[config.mk]
export PLATFORM = sky130hd
export DESIGN_NAME = menu_line_field_parser_flat
export DESIGN_NICKNAME = d
export VERILOG_FILES = /design/src/hdl/mlfp_pkg.sv /design/src/hdl/mlfp_if.sv /design/src/hdl/mlfp_step.sv /design/src/hdl/menu_line_field_parser.sv /design/src/flat_wrapper.sv
export SDC_FILE = /design/constraint.sdc
export NUM_CORES = 1
export LEC_CHECK = 0
export BUFFER_PORTS_ARGS = -buffer_cell sky130_fd_sc_hd__buf_2
export CORE_UTILIZATION = 41
export CTS_CLUSTER_DIAMETER = 60
export DETAILED_ROUTE_END_ITERATION = 10
export HOLD_SLACK_MARGIN = 0.03
export PLACE_DENSITY_LB_ADDON = 0.08
export SETUP_SLACK_MARGIN = 0.02
export SLEW_MARGIN = 10
export SYNTH_ARGS = -nofsm -noshare
export SYNTH_HDL_FRONTEND = slang
export SYNTH_HIERARCHICAL = 1
export SYNTH_SLANG_ARGS = --single-unit
[constraint.sdc]
create_clock -name clk -period 8.6 [get_ports clk]
set_clock_uncertainty 0.05 [all_clocks]
set_input_delay 0.86 -clock clk [delete_from_list [all_inputs] [get_ports clk]]
set_output_delay 0.86 -clock clk [all_outputs]
set_load 0.01 [all_outputs]
[src/hdl/mlfp_pkg.sv]
// ----------------------------------------------------------------------------
// mlfp_pkg: shared types and constants of the menu line field parser
// Holds the phase codes, the parser state record, the result record and the
// field-end decision.
// ----------------------------------------------------------------------------
package mlfp_pkg;

  localparam logic [2:0] PH_TYPE   = 3'd0;
  localparam logic [2:0] PH_NAME   = 3'd1;
  localparam logic [2:0] PH_SEL    = 3'd2;
  localparam logic [2:0] PH_HOST   = 3'd3;
  localparam logic [2:0] PH_PORT   = 3'd4;
  localparam logic [2:0] PH_ACCEPT = 3'd5;
  localparam logic [2:0] PH_REJECT = 3'd6;

  localparam logic [7:0]  CHAR_SPACE     = 8'h20;
  localparam logic [7:0]  CHAR_TAB       = 8'h09;
  localparam logic [7:0]  CHAR_INFO      = 8'h69;
  localparam logic [7:0]  CHAR_ZERO      = 8'h30;
  localparam logic [7:0]  CHAR_NINE      = 8'h39;
  localparam logic [7:0]  CHAR_NUL       = 8'h00;
  localparam logic [15:0] PORT_FALLBACK  = 16'd70;

  typedef struct packed {
    logic [2:0]  phase;
    logic [9:0]  position;
    logic [7:0]  held_type;
    logic [9:0]  name_count;
    logic [9:0]  selector_offset;
    logic [9:0]  selector_count;
    logic [9:0]  host_offset;
    logic [9:0]  host_count;
    logic [15:0] port_accumulator;
    logic        overflow_seen;
  } parser_state_t;

  typedef struct packed {
    logic        entry_valid;
    logic        is_informational;
    logic [7:0]  item_type;
    logic [9:0]  name_length;
    logic [9:0]  selector_start;
    logic [9:0]  selector_length;
    logic [9:0]  host_start;
    logic [9:0]  host_length;
    logic [15:0] port_number;
    logic        too_long;
  } entry_t;

  localparam parser_state_t STATE_RESET = '{
    phase: PH_TYPE, position: '0, held_type: '0, name_count: '0,
    selector_offset: '0, selector_count: '0, host_offset: '0,
    host_count: '0, port_accumulator: '0, overflow_seen: 1'b0
  };

  // Phase reached when a control byte ends the field in progress.
  function automatic logic [2:0] end_field(input logic [2:0] phase,
                                           input logic [7:0] held_type,
                                           input logic [9:0] name_count,
                                           input logic [7:0] ch);
    logic [2:0] result;
    result = phase;
    case (phase)
      PH_NAME: begin
        if (held_type == CHAR_INFO) begin
          result = (name_count != '0) ? PH_ACCEPT : PH_REJECT;
        end else begin
          result = (ch == CHAR_TAB) ? PH_SEL : PH_REJECT;
        end
      end
      PH_SEL:  result = (ch == CHAR_TAB) ? PH_HOST : PH_REJECT;
      PH_HOST: result = (ch == CHAR_TAB) ? PH_PORT : PH_REJECT;
      PH_PORT: result = PH_ACCEPT;
      default: result = phase;
    endcase
    return result;
  endfunction

endpackage

[src/hdl/mlfp_if.sv]
// ----------------------------------------------------------------------------
// mlfp_if: handshake channels of the menu line field parser
// One channel carries line bytes in, the other carries parsed entries out.
// ----------------------------------------------------------------------------
interface mlfp_byte_if;
  logic       valid;
  logic       ready;
  logic [7:0] line_byte;
  logic       last_byte;

  modport source (output valid, output line_byte, output last_byte, input ready);
  modport sink (input valid, input line_byte, input last_byte, output ready);
endinterface

interface mlfp_entry_if;
  logic        valid;
  logic        ready;
  logic        entry_valid;
  logic        is_informational;
  logic [7:0]  item_type;
  logic [9:0]  name_length;
  logic [9:0]  selector_start;
  logic [9:0]  selector_length;
  logic [9:0]  host_start;
  logic [9:0]  host_length;
  logic [15:0] port_number;
  logic        too_long;

  modport source (
    output valid, output entry_valid, output is_informational, output item_type,
    output name_length, output selector_start, output selector_length,
    output host_start, output host_length, output port_number, output too_long,
    input ready
  );
  modport sink (
    input valid, input entry_valid, input is_informational, input item_type,
    input name_length, input selector_start, input selector_length,
    input host_start, input host_length, input port_number, input too_long,
    output ready
  );
endinterface

[src/hdl/mlfp_step.sv]
// ----------------------------------------------------------------------------
// mlfp_step: per-byte update of the menu line parser
// Computes the parser state after one byte and, for the last byte of a line,
// the finished entry.
// ----------------------------------------------------------------------------
module mlfp_step #(
  parameter logic [9:0] PosLimit = 10'd1023
) (
  input  mlfp_pkg::parser_state_t state,
  input  logic [7:0]              line_byte,
  output mlfp_pkg::parser_state_t state_next,
  output mlfp_pkg::entry_t        entry
);

  mlfp_pkg::parser_state_t upd;
  logic [2:0]  final_phase;
  logic [15:0] port_times_ten;
  logic        valid;
  logic        info;
  logic        full;

  assign port_times_ten = {state.port_accumulator[12:0], 3'b000} +
                          {state.port_accumulator[14:0], 1'b0};

  always_comb begin
    upd = state;
    if (state.position == PosLimit) begin
      upd.overflow_seen = 1'b1;
    end else begin
      upd.position = state.position + 10'd1;
    end
    case (state.phase)
      mlfp_pkg::PH_TYPE: begin
        upd.held_type = line_byte;
        upd.phase = (line_byte == mlfp_pkg::CHAR_NUL) ? mlfp_pkg::PH_REJECT
                                                      : mlfp_pkg::PH_NAME;
      end
      mlfp_pkg::PH_NAME, mlfp_pkg::PH_SEL, mlfp_pkg::PH_HOST: begin
        if (line_byte < mlfp_pkg::CHAR_SPACE) begin
          upd.phase = mlfp_pkg::end_field(state.phase, state.held_type,
                                          state.name_count, line_byte);
          if (upd.phase == mlfp_pkg::PH_SEL) begin
            upd.selector_offset = upd.position;
          end
          if (upd.phase == mlfp_pkg::PH_HOST) begin
            upd.host_offset = upd.position;
          end
        end else if (state.phase == mlfp_pkg::PH_NAME) begin
          if (state.name_count < PosLimit) begin
            upd.name_count = state.name_count + 10'd1;
          end
        end else if (state.phase == mlfp_pkg::PH_SEL) begin
          if (state.selector_count < PosLimit) begin
            upd.selector_count = state.selector_count + 10'd1;
          end
        end else begin
          if (state.host_count < PosLimit) begin
            upd.host_count = state.host_count + 10'd1;
          end
        end
      end
      mlfp_pkg::PH_PORT: begin
        if (line_byte < mlfp_pkg::CHAR_SPACE) begin
          upd.phase = mlfp_pkg::PH_ACCEPT;
        end else if (line_byte >= mlfp_pkg::CHAR_ZERO &&
                     line_byte <= mlfp_pkg::CHAR_NINE) begin
          upd.port_accumulator = port_times_ten + {12'd0, line_byte[3:0]};
        end else begin
          upd.port_accumulator = mlfp_pkg::PORT_FALLBACK;
          upd.phase = mlfp_pkg::PH_ACCEPT;
        end
      end
      default: begin
      end
    endcase
  end

  assign state_next = upd;

  always_comb begin
    if (upd.phase >= mlfp_pkg::PH_NAME && upd.phase <= mlfp_pkg::PH_PORT) begin
      final_phase = mlfp_pkg::end_field(upd.phase, upd.held_type, upd.name_count,
                                        mlfp_pkg::CHAR_NUL);
    end else begin
      final_phase = upd.phase;
    end
  end

  assign valid = (final_phase == mlfp_pkg::PH_ACCEPT);
  assign info  = valid && (upd.held_type == mlfp_pkg::CHAR_INFO);
  assign full  = valid && !info;

  always_comb begin
    entry.entry_valid      = valid;
    entry.is_informational = info;
    entry.item_type        = upd.held_type;
    entry.name_length      = valid ? upd.name_count : '0;
    entry.selector_start   = full ? upd.selector_offset : '0;
    entry.selector_length  = full ? upd.selector_count : '0;
    entry.host_start       = full ? upd.host_offset : '0;
    entry.host_length      = full ? upd.host_count : '0;
    entry.port_number      = full ? upd.port_accumulator : '0;
    entry.too_long         = upd.overflow_seen;
  end

endmodule

[src/hdl/menu_line_field_parser.sv]
// ----------------------------------------------------------------------------
// menu_line_field_parser: one-byte-per-cycle menu line parser
// Splits a menu line into type, name, selector, host and port.
// ----------------------------------------------------------------------------
// The line channel carries one byte per transaction; last_byte marks the
// final byte of a line, which is treated as if a NUL followed it.
// The entry channel carries one transaction per line, built from the
// transaction that carried last_byte.
// Each byte updates the parser state in the cycle it is accepted, so the
// block takes one byte per cycle while no last byte waits. The entry appears
// on the entry channel the cycle after its last byte is accepted and sits in
// a single output register. While that register holds an entry the receiver
// has not taken, bytes that are not the last of a line are still accepted; a
// last byte waits until the register is free or taken in the same cycle.
// Reset returns the parser to the start of a line and empties the output
// register. A line longer than the position limit, MAX_LINE - 1 capped at
// 1023, keeps its offsets at the limit and is reported as too long.
// ----------------------------------------------------------------------------
module menu_line_field_parser #(
  parameter int MAX_LINE = 1024
) (
  input logic         clk,
  input logic         rst,
  mlfp_byte_if.sink   line,
  mlfp_entry_if.source entry
);

  localparam logic [9:0] PosLimit = 10'(((MAX_LINE - 1) < 1023) ? (MAX_LINE - 1) : 1023);

  mlfp_pkg::parser_state_t state;
  mlfp_pkg::parser_state_t state_next;
  mlfp_pkg::entry_t        result_next;
  mlfp_pkg::entry_t        result;
  logic                    out_valid;
  logic                    take;

  mlfp_step #(.PosLimit(PosLimit)) u_step (
    .state      (state),
    .line_byte  (line.line_byte),
    .state_next (state_next),
    .entry      (result_next)
  );

  assign line.ready = !out_valid || entry.ready || !line.last_byte;
  assign take       = line.valid && line.ready;

  always_ff @(posedge clk) begin
    if (rst) begin
      state <= mlfp_pkg::STATE_RESET;
    end else if (take) begin
      state <= line.last_byte ? mlfp_pkg::STATE_RESET : state_next;
    end
  end

  always_ff @(posedge clk) begin
    if (rst) begin
      out_valid <= 1'b0;
    end else if (take && line.last_byte) begin
      out_valid <= 1'b1;
    end else if (entry.ready) begin
      out_valid <= 1'b0;
    end
  end

  always_ff @(posedge clk) begin
    if (take && line.last_byte) begin
      result <= result_next;
    end
  end

  assign entry.valid            = out_valid;
  assign entry.entry_valid      = result.entry_valid;
  assign entry.is_informational = result.is_informational;
  assign entry.item_type        = result.item_type;
  assign entry.name_length      = result.name_length;
  assign entry.selector_start   = result.selector_start;
  assign entry.selector_length  = result.selector_length;
  assign entry.host_start       = result.host_start;
  assign entry.host_length      = result.host_length;
  assign entry.port_number      = result.port_number;
  assign entry.too_long         = result.too_long;

  a_last_gives_entry: assert property (@(posedge clk) disable iff (rst)
    take && line.last_byte |=> out_valid)
    else $error("entry not presented after last byte");

  a_last_restarts: assert property (@(posedge clk) disable iff (rst)
    take && line.last_byte |=> state.phase == mlfp_pkg::PH_TYPE && state.position == '0)
    else $error("parser not restarted after last byte");

  a_position_limit: assert property (@(posedge clk) disable iff (rst)
    state.position <= PosLimit && state.name_count <= PosLimit)
    else $error("position beyond limit");

  a_reject_clean: assert property (@(posedge clk) disable iff (rst)
    out_valid && !result.entry_valid |->
      result.name_length == '0 && result.port_number == '0 && !result.is_informational)
    else $error("rejected entry carries fields");

  a_info_fields: assert property (@(posedge clk) disable iff (rst)
    out_valid && result.is_informational |->
      result.item_type == mlfp_pkg::CHAR_INFO && result.selector_start == '0 &&
      result.name_length != '0)
    else $error("informational entry malformed");

endmodule

[src/flat_wrapper.sv]
// flat-port wrapper written by rule: the top's interface ports become plain ports
module menu_line_field_parser_flat 
#(
  parameter int MAX_LINE = 1024
)
  (clk, rst, line_valid, line_line_byte, line_last_byte, line_ready, entry_valid, entry_entry_valid, entry_is_informational, entry_item_type, entry_name_length, entry_selector_start, entry_selector_length, entry_host_start, entry_host_length, entry_port_number, entry_too_long, entry_ready);
  mlfp_byte_if line_i ();
  mlfp_entry_if entry_i ();
  input logic clk;
  input logic rst;
  input wire logic [$bits(line_i.valid)-1:0] line_valid;
  input wire logic [$bits(line_i.line_byte)-1:0] line_line_byte;
  input wire logic [$bits(line_i.last_byte)-1:0] line_last_byte;
  output wire logic [$bits(line_i.ready)-1:0] line_ready;
  output wire logic [$bits(entry_i.valid)-1:0] entry_valid;
  output wire logic [$bits(entry_i.entry_valid)-1:0] entry_entry_valid;
  output wire logic [$bits(entry_i.is_informational)-1:0] entry_is_informational;
  output wire logic [$bits(entry_i.item_type)-1:0] entry_item_type;
  output wire logic [$bits(entry_i.name_length)-1:0] entry_name_length;
  output wire logic [$bits(entry_i.selector_start)-1:0] entry_selector_start;
  output wire logic [$bits(entry_i.selector_length)-1:0] entry_selector_length;
  output wire logic [$bits(entry_i.host_start)-1:0] entry_host_start;
  output wire logic [$bits(entry_i.host_length)-1:0] entry_host_length;
  output wire logic [$bits(entry_i.port_number)-1:0] entry_port_number;
  output wire logic [$bits(entry_i.too_long)-1:0] entry_too_long;
  input wire logic [$bits(entry_i.ready)-1:0] entry_ready;
  assign line_i.valid = line_valid;
  assign line_i.line_byte = line_line_byte;
  assign line_i.last_byte = line_last_byte;
  assign line_ready = line_i.ready;
  assign entry_valid = entry_i.valid;
  assign entry_entry_valid = entry_i.entry_valid;
  assign entry_is_informational = entry_i.is_informational;
  assign entry_item_type = entry_i.item_type;
  assign entry_name_length = entry_i.name_length;
  assign entry_selector_start = entry_i.selector_start;
  assign entry_selector_length = entry_i.selector_length;
  assign entry_host_start = entry_i.host_start;
  assign entry_host_length = entry_i.host_length;
  assign entry_port_number = entry_i.port_number;
  assign entry_too_long = entry_i.too_long;
  assign entry_i.ready = entry_ready;
  menu_line_field_parser #(.MAX_LINE(MAX_LINE)) u_core (.clk(clk), .rst(rst), .line(line_i), .entry(entry_i));
endmodule
# [Yosys cells after proc, flatten, opt, wreduce, memory -nomap -nowiden]
# Cells that the tools add are included.
# Widths: inputs -> output; s select.
[classes] addsub=6 order_cmp=8 n_eq_ne=15 mux=42 reduce_logical=18
[ops] op="$mux 10" count=16
[ops] op="$mux 88" count=1
[ops] op="$mux 50" count=1
[ops] op="$mux 16" count=3
[ops] op="$add 10x1->10 const B" count=4
[ops] op="$lt 10x10->1 const B" count=3
[ops] op="$mux 3" count=10
[ops] op="$reduce_bool 10->1" count=2
[ops] op="$eq 3x2->1 const B" count=6
[ops] op="$pmux 3 s3" count=2
[ops] op="$add 16x16->16" count=1
[ops] op="$add 16x4->16" count=1
[ops] op="$eq 8x7->1 const B" count=2
[ops] op="$pmux 3 s4" count=1
[ops] op="$eq 10x10->1 const B" count=1
[ops] op="$eq 3x3->1 const B" count=3
[ops] op="$eq 8x4->1 const B" count=1
[ops] op="$ge 8x6->1 const B" count=1
[ops] op="$le 8x6->1 const B" count=1
[ops] op="$logic_not 8->1" count=1
[ops] op="$lt 8x6->1 const B" count=1
[ops] op="$mux 2" count=4
[ops] op="$mux 8" count=1
[ops] op="$eq 3x1->1 const B" count=2
[ops] op="other kinds (10)" count=20
[word_totals] regBits=166 output_inout_bits=79

# [Logic depth before layout (Yosys ltp)]
[depth] ltp_word=19 mapped_depth=12 ltp_nobuf=12

# [Modules after synthesis]
# Netlist, hierarchy kept.
[modules_own_cells] module="menu_line_field_parser" instances=1 cells_per_inst=279 area_each_um2=5022.3 seq_area_each_um2=4093.9
[modules_own_cells] module="mlfp_step" instances=1 cells_per_inst=501 area_each_um2=3427.0 seq_area_each_um2=0.0

# [Least setup slack after synthesis]
# Ideal clock, no wire load.
[synth_timing] path_kind="input to register" from="input port entry_ready" to="register u_core.result, in the netlist u_core/entry.entry_valid, enable pin" setup_time_ns=0.521 t_arrival_ns=4.449 setup_slack_ns=3.580 stages=2 n_path_buf=0 cell_sequence="nand3b_2 > nor2b_1"
[synth_via] elab_chain_cells=4
[synth_rtl] element="from (decl)" line="flat_wrapper.sv:26" source="input wire logic [$bits(entry_i.ready)-1:0] entry_ready;"
[synth_rtl] element="$logic_or 1x1->1 (2 in a row)" line="menu_line_field_parser.sv:44" source="assign line.ready = !out_valid || entry.ready || !line.last_byte;"
[synth_rtl] element="$logic_and 1x1->1" line="menu_line_field_parser.sv:45" source="assign take = line.valid && line.ready;"
[synth_rtl] element="$logic_and 1x1->1" line="menu_line_field_parser.sv:66" source="if (take && line.last_byte) begin"
[synth_rtl] element="to (signal assigned)" line="menu_line_field_parser.sv:67" source="result <= result_next;"
[synth_rtl] element="to (decl)" line="menu_line_field_parser.sv:33" source="mlfp_pkg::entry_t result;"
# No other way between the ends.
# A chain may end at the register's enable or synchronous reset.

==> results.yml <==
outcome:
  run_status: "finished, violations left"
  violations_in_the_final_reports: "design-rule violations"
place:
  dpl_cell_area_um2: 9000
  hpwl_um: 12400
  routability_congestion_estimate: 0.887
  place_ws_ps: 4830
  port_buffers: 91
clocking:
  postCtsSetupBuffers: 0
  clock_insertion_delay_worst_skew_ps: 430
  cts_repair_resize_count: 0
  cts_max_level: 4
  cts_tree: "built"
  worst_setup_hold_path_clk_slew_ps: 70
  clockRootBuffer: "sky130_fd_sc_hd__clkbuf_16"
  holdBufCountCts: 0
  cts-buffers-inserted: 17
  clock_tree.buffer_depth: 2
  cts.sinks: 166
finish:
  antenna-diode-count: 0
  syn_to_final_growth_pct: 14.3
  net_count_final: 890
  nFillCells: 1872
  finalCoreUtilization: 0.477
  postLayoutCellArea_um2: 9660
  ff_latch_area_um2: 4090
  multi_input_comb_area_um2: 3960
  share_of_cells_above_drive_strength_1: 0.202
logic_synthesis:
  ys_dominant_reg_cell: "sky130_fd_sc_hd__dfxtp_1"
  netlist-cell-type-count: 71
  ys.warnings.count: 6
  synthArstFlopShare: 0
  mappedNetlistArea_um2: 8450
  synth_enable_flop_cells: 77
  synth-seq-area-share: 0.485
  synth-seq-cells: 166
  post_synth.cell_area_avg_um2: 10.8
  synthCells: 780
  synth_fp_nets: 826
detailed_routing:
  drt-wirelength-per-cell_um: 17.0
  firstDrtPassIters: 8
  antenna_violating_nets_left: 0
  via_per_instance_ratio: 5.44
  detail_route.iter0.violations: 356
  drt-total-wl_um: 19200
  num_vias: 6129
  drc_errors: 1
floorplan:
  coreArea_um2: 20200
  fp.dieArea_um2: 21200
  standard_cell_rows: 52
  die_w_um: 146
  die_h_um: 146
  ios: 92
  initial_core_util: 0.418
pwr:
  pwr_dens_nw_per_um2: 185
  power.leakage_nw: 3.72
  peakVddDrop_mv: 0.180
grt:
  grt_pass1_wl_um: 31400
  grt_start_max_net_pins: 89
  gr-usage-all-layers: 0.187
  first_global_vias: 5962
  grt_antenna_before_repair: 0
  residual_overflow_from_global_routing: 0
timing:
  rsz0062_at_grt: "false"
  finalSetupTns_ps: 0
  finalSetupViolCount: 0
  final_max_slew_viols: 0
  timing.slew.headroom: 0.245
  fmax_mhz: 299
  timing.final.ws_setup_ps: 5260
  final.hold.worst_slack_ps: 418
  finalWorstPathRequiredPeriod_ps: 3340
  timing.final.crit_share: 0.389
  tightest_slew_ps: 1130
  hold_viol: 0
critical_path:
  critical_path_class: "in -> reg"
  crit_chain: "buf_2 -> nor3_2 -> nand3_1 -> or4_1 -> o2111ai_1 -> a31oi_1 -> a21oi_1"
  worst_ep_arrival_time_ps: 3560
  crit_path_from: "line_line_byte[6]"
  crit-reg2reg-launch: "u_core/state[85]$_SDFFE_PP0P_"
  critical_path.n_buffers_inverters: 1
  setup.worst_path.start_class: "primary input"
  critPathSlowestCell: "sky130_fd_sc_hd__or4_1"
  cp_max_fo: 16
  critical_path.endpoint_type: "register"
  timing.critical_path.max_delay_family: "simple AND/OR/NAND/NOR gates"
  critPathMaxStageDelay_ps: 780
  cp.required_ps: 8820
worst_hold_path:
  hold_class: "reg -> reg"
  worstHoldStart: "u_core/state[36]$_SDFFE_PP0P_"
run:
  drv.max_cap_violation_count: 0
-- where the power goes --
part | switching [W] | total (W) | internal, W
clock | 0.000343 | 0.000857 | 0.000513
combinational | 0.0000530 | 0.0000788 | 0.0000257
sequential | 0.00000784 | 0.000849 | 0.000841
-- kinds of logic after synthesis --
kind of cell | synth area share
DFF | 0.485
and+or+nand+nor | 0.174
buffers and inverters | 0.0486
xor gates and xnor gates | 0.0249
muxes | 0.0364
adders and majority gates | 0.0506
AOI/OAI and AO/OA | 0.181
-- layer usage --
layer | part of all wire | global-route usage | vias to the layer above | routed length [µm]
li1 | - | - | 3055 | -
met1 | 0.48 | 0.245 | 2933 | 9250
met2 | 0.47 | 0.305 | 120 | 9060
met3 | 0.029 | 0.0379 | 21 | 555
met4 | 0.017 | 0.0711 | 0 | 333
met5 | 0 | 0 | - | 0
-- placed cells by master (no fill, tap or decap), drive strengths merged, types with 3 or more instances in the layout --
| cell | netlist | routed |
|---|---|---|
| a211oi | 4 | 4 |
| a21o | 4 | 4 |
| a21oi | 26 | 26 |
| a22o | 89 | 89 |
| a31oi | 7 | 7 |
| a41oi | 4 | 4 |
| and3 | 9 | 9 |
| buf | 37 | 95 |
| bufinv | 0 | 4 |
| clkbuf | 13 | 18 |
| clkinv | 1 | 4 |
| dfxtp | 89 | 89 |
| edfxtp | 77 | 77 |
| ha | 31 | 31 |
| inv | 31 | 38 |
| mux2 | 22 | 22 |
| mux2i | 6 | 6 |
| nand2 | 48 | 48 |
| nand2b | 12 | 12 |
| nand3 | 25 | 25 |
| nand3b | 3 | 3 |
| nand4 | 15 | 15 |
| nor2 | 29 | 29 |
| nor2b | 53 | 53 |
| nor3 | 11 | 11 |
| nor3b | 4 | 4 |
| nor4 | 10 | 10 |
| nor4b | 9 | 9 |
| o21a | 5 | 5 |
| o21ai | 35 | 35 |
| o22a | 3 | 3 |
| o31ai | 4 | 4 |
| o41ai | 3 | 3 |
| or3 | 8 | 8 |
| or4 | 4 | 4 |
| xnor2 | 15 | 15 |
| xor2 | 9 | 9 |
-- registers in the layout, indices dropped and copies added (netlist names) --
| name | count |
|---|---|
| u_core/entry.item_type | 8 |
| u_core/entry.too_long | 1 |
| u_core/entry.is_informational | 1 |
| u_core/entry.selector_length | 10 |
| u_core/entry.host_length | 10 |
| u_core/entry.port_number | 16 |
| u_core/entry.host_start | 10 |
| u_core/entry.selector_start | 10 |
| u_core/state | 88 |
| u_core/entry.entry_valid | 1 |
| u_core/entry.name_length | 10 |
| u_core/entry.valid | 1 |
-- final cells by class --
type                       count  area share
clock buffer                  18      0.0466
clock inverter                14      0.0216
inverter                      32      0.0124
multi-input combinational    532       0.410
sequential                   166       0.424
tap                          270      0.0350
timing repair buffer          95      0.0503
-- cells in the mapped netlist (5+ instances only) --
cell                       count  area [µm²]
sky130_fd_sc_hd__ha_1         31         388
sky130_fd_sc_hd__nor4_1        8        50.1
sky130_fd_sc_hd__nor3_2        5        50.1
sky130_fd_sc_hd__a21oi_1      25         125
sky130_fd_sc_hd__a31oi_1       7        43.8
sky130_fd_sc_hd__nor2b_1      53         332
sky130_fd_sc_hd__nor4b_1       8        70.1
sky130_fd_sc_hd__nor3_1        6        30.0
sky130_fd_sc_hd__clkbuf_1     13        48.8
sky130_fd_sc_hd__dfxtp_1      89        1780
sky130_fd_sc_hd__inv_1        30         113
sky130_fd_sc_hd__or3_1         8        50.1
sky130_fd_sc_hd__nor2_1       28         105
sky130_fd_sc_hd__xnor2_1      15         131
sky130_fd_sc_hd__nand2_1      47         176
sky130_fd_sc_hd__nand4_1      14        87.6
sky130_fd_sc_hd__a22o_1       89         780
sky130_fd_sc_hd__xor2_1        9        78.8
sky130_fd_sc_hd__edfxtp_1     77        2310
sky130_fd_sc_hd__nand2b_1     12        75.1
sky130_fd_sc_hd__nand3_1      25         125
sky130_fd_sc_hd__o21a_1        5        37.5
sky130_fd_sc_hd__o21ai_0      31         155
sky130_fd_sc_hd__buf_4        15         113
sky130_fd_sc_hd__mux2i_1       6        60.1
sky130_fd_sc_hd__buf_2        19        95.1
sky130_fd_sc_hd__mux2_2       22         248
sky130_fd_sc_hd__and3_1        9        56.3
-- path summary, 6_finish.rpt --
path / endpoint / slack [ps] / depth (start not counted)
worst max-delay path: u_core/entry.name_length[5]$_DFFE_PP_ / 5260 / 7
worst min-delay path: u_core/state[36]$_SDFFE_PP0P_ / 420 / 1
worst max register to register: u_core/entry.port_number[5]$_DFFE_PP_ / 5430 / 6
worst min register to register: u_core/state[36]$_SDFFE_PP0P_ / 420 / 1
-- worst reg2reg max path: cells and delay by family, from the launching register on --
| kind | cells | cell delay, ps |
|---|---|---|
| simple gates | 4 | 1870 |
| flops | 1 | 460 |
| compound gates | 1 | 260 |
| buf+inv | 1 | 230 |
-- stage by stage --
stage / total power, W / std cells
6_report: 0.00178 / 1127
5_1_grt: 0.00185 / 1127
4_1_cts: 0.00181 / 1127
3_5_place_dp: 0.000947 / 1095
3_3_place_gp: 0.000945 / 1095
2_1_floorplan: 0.000921 / 780
Power figures use the tool's default switching activity.
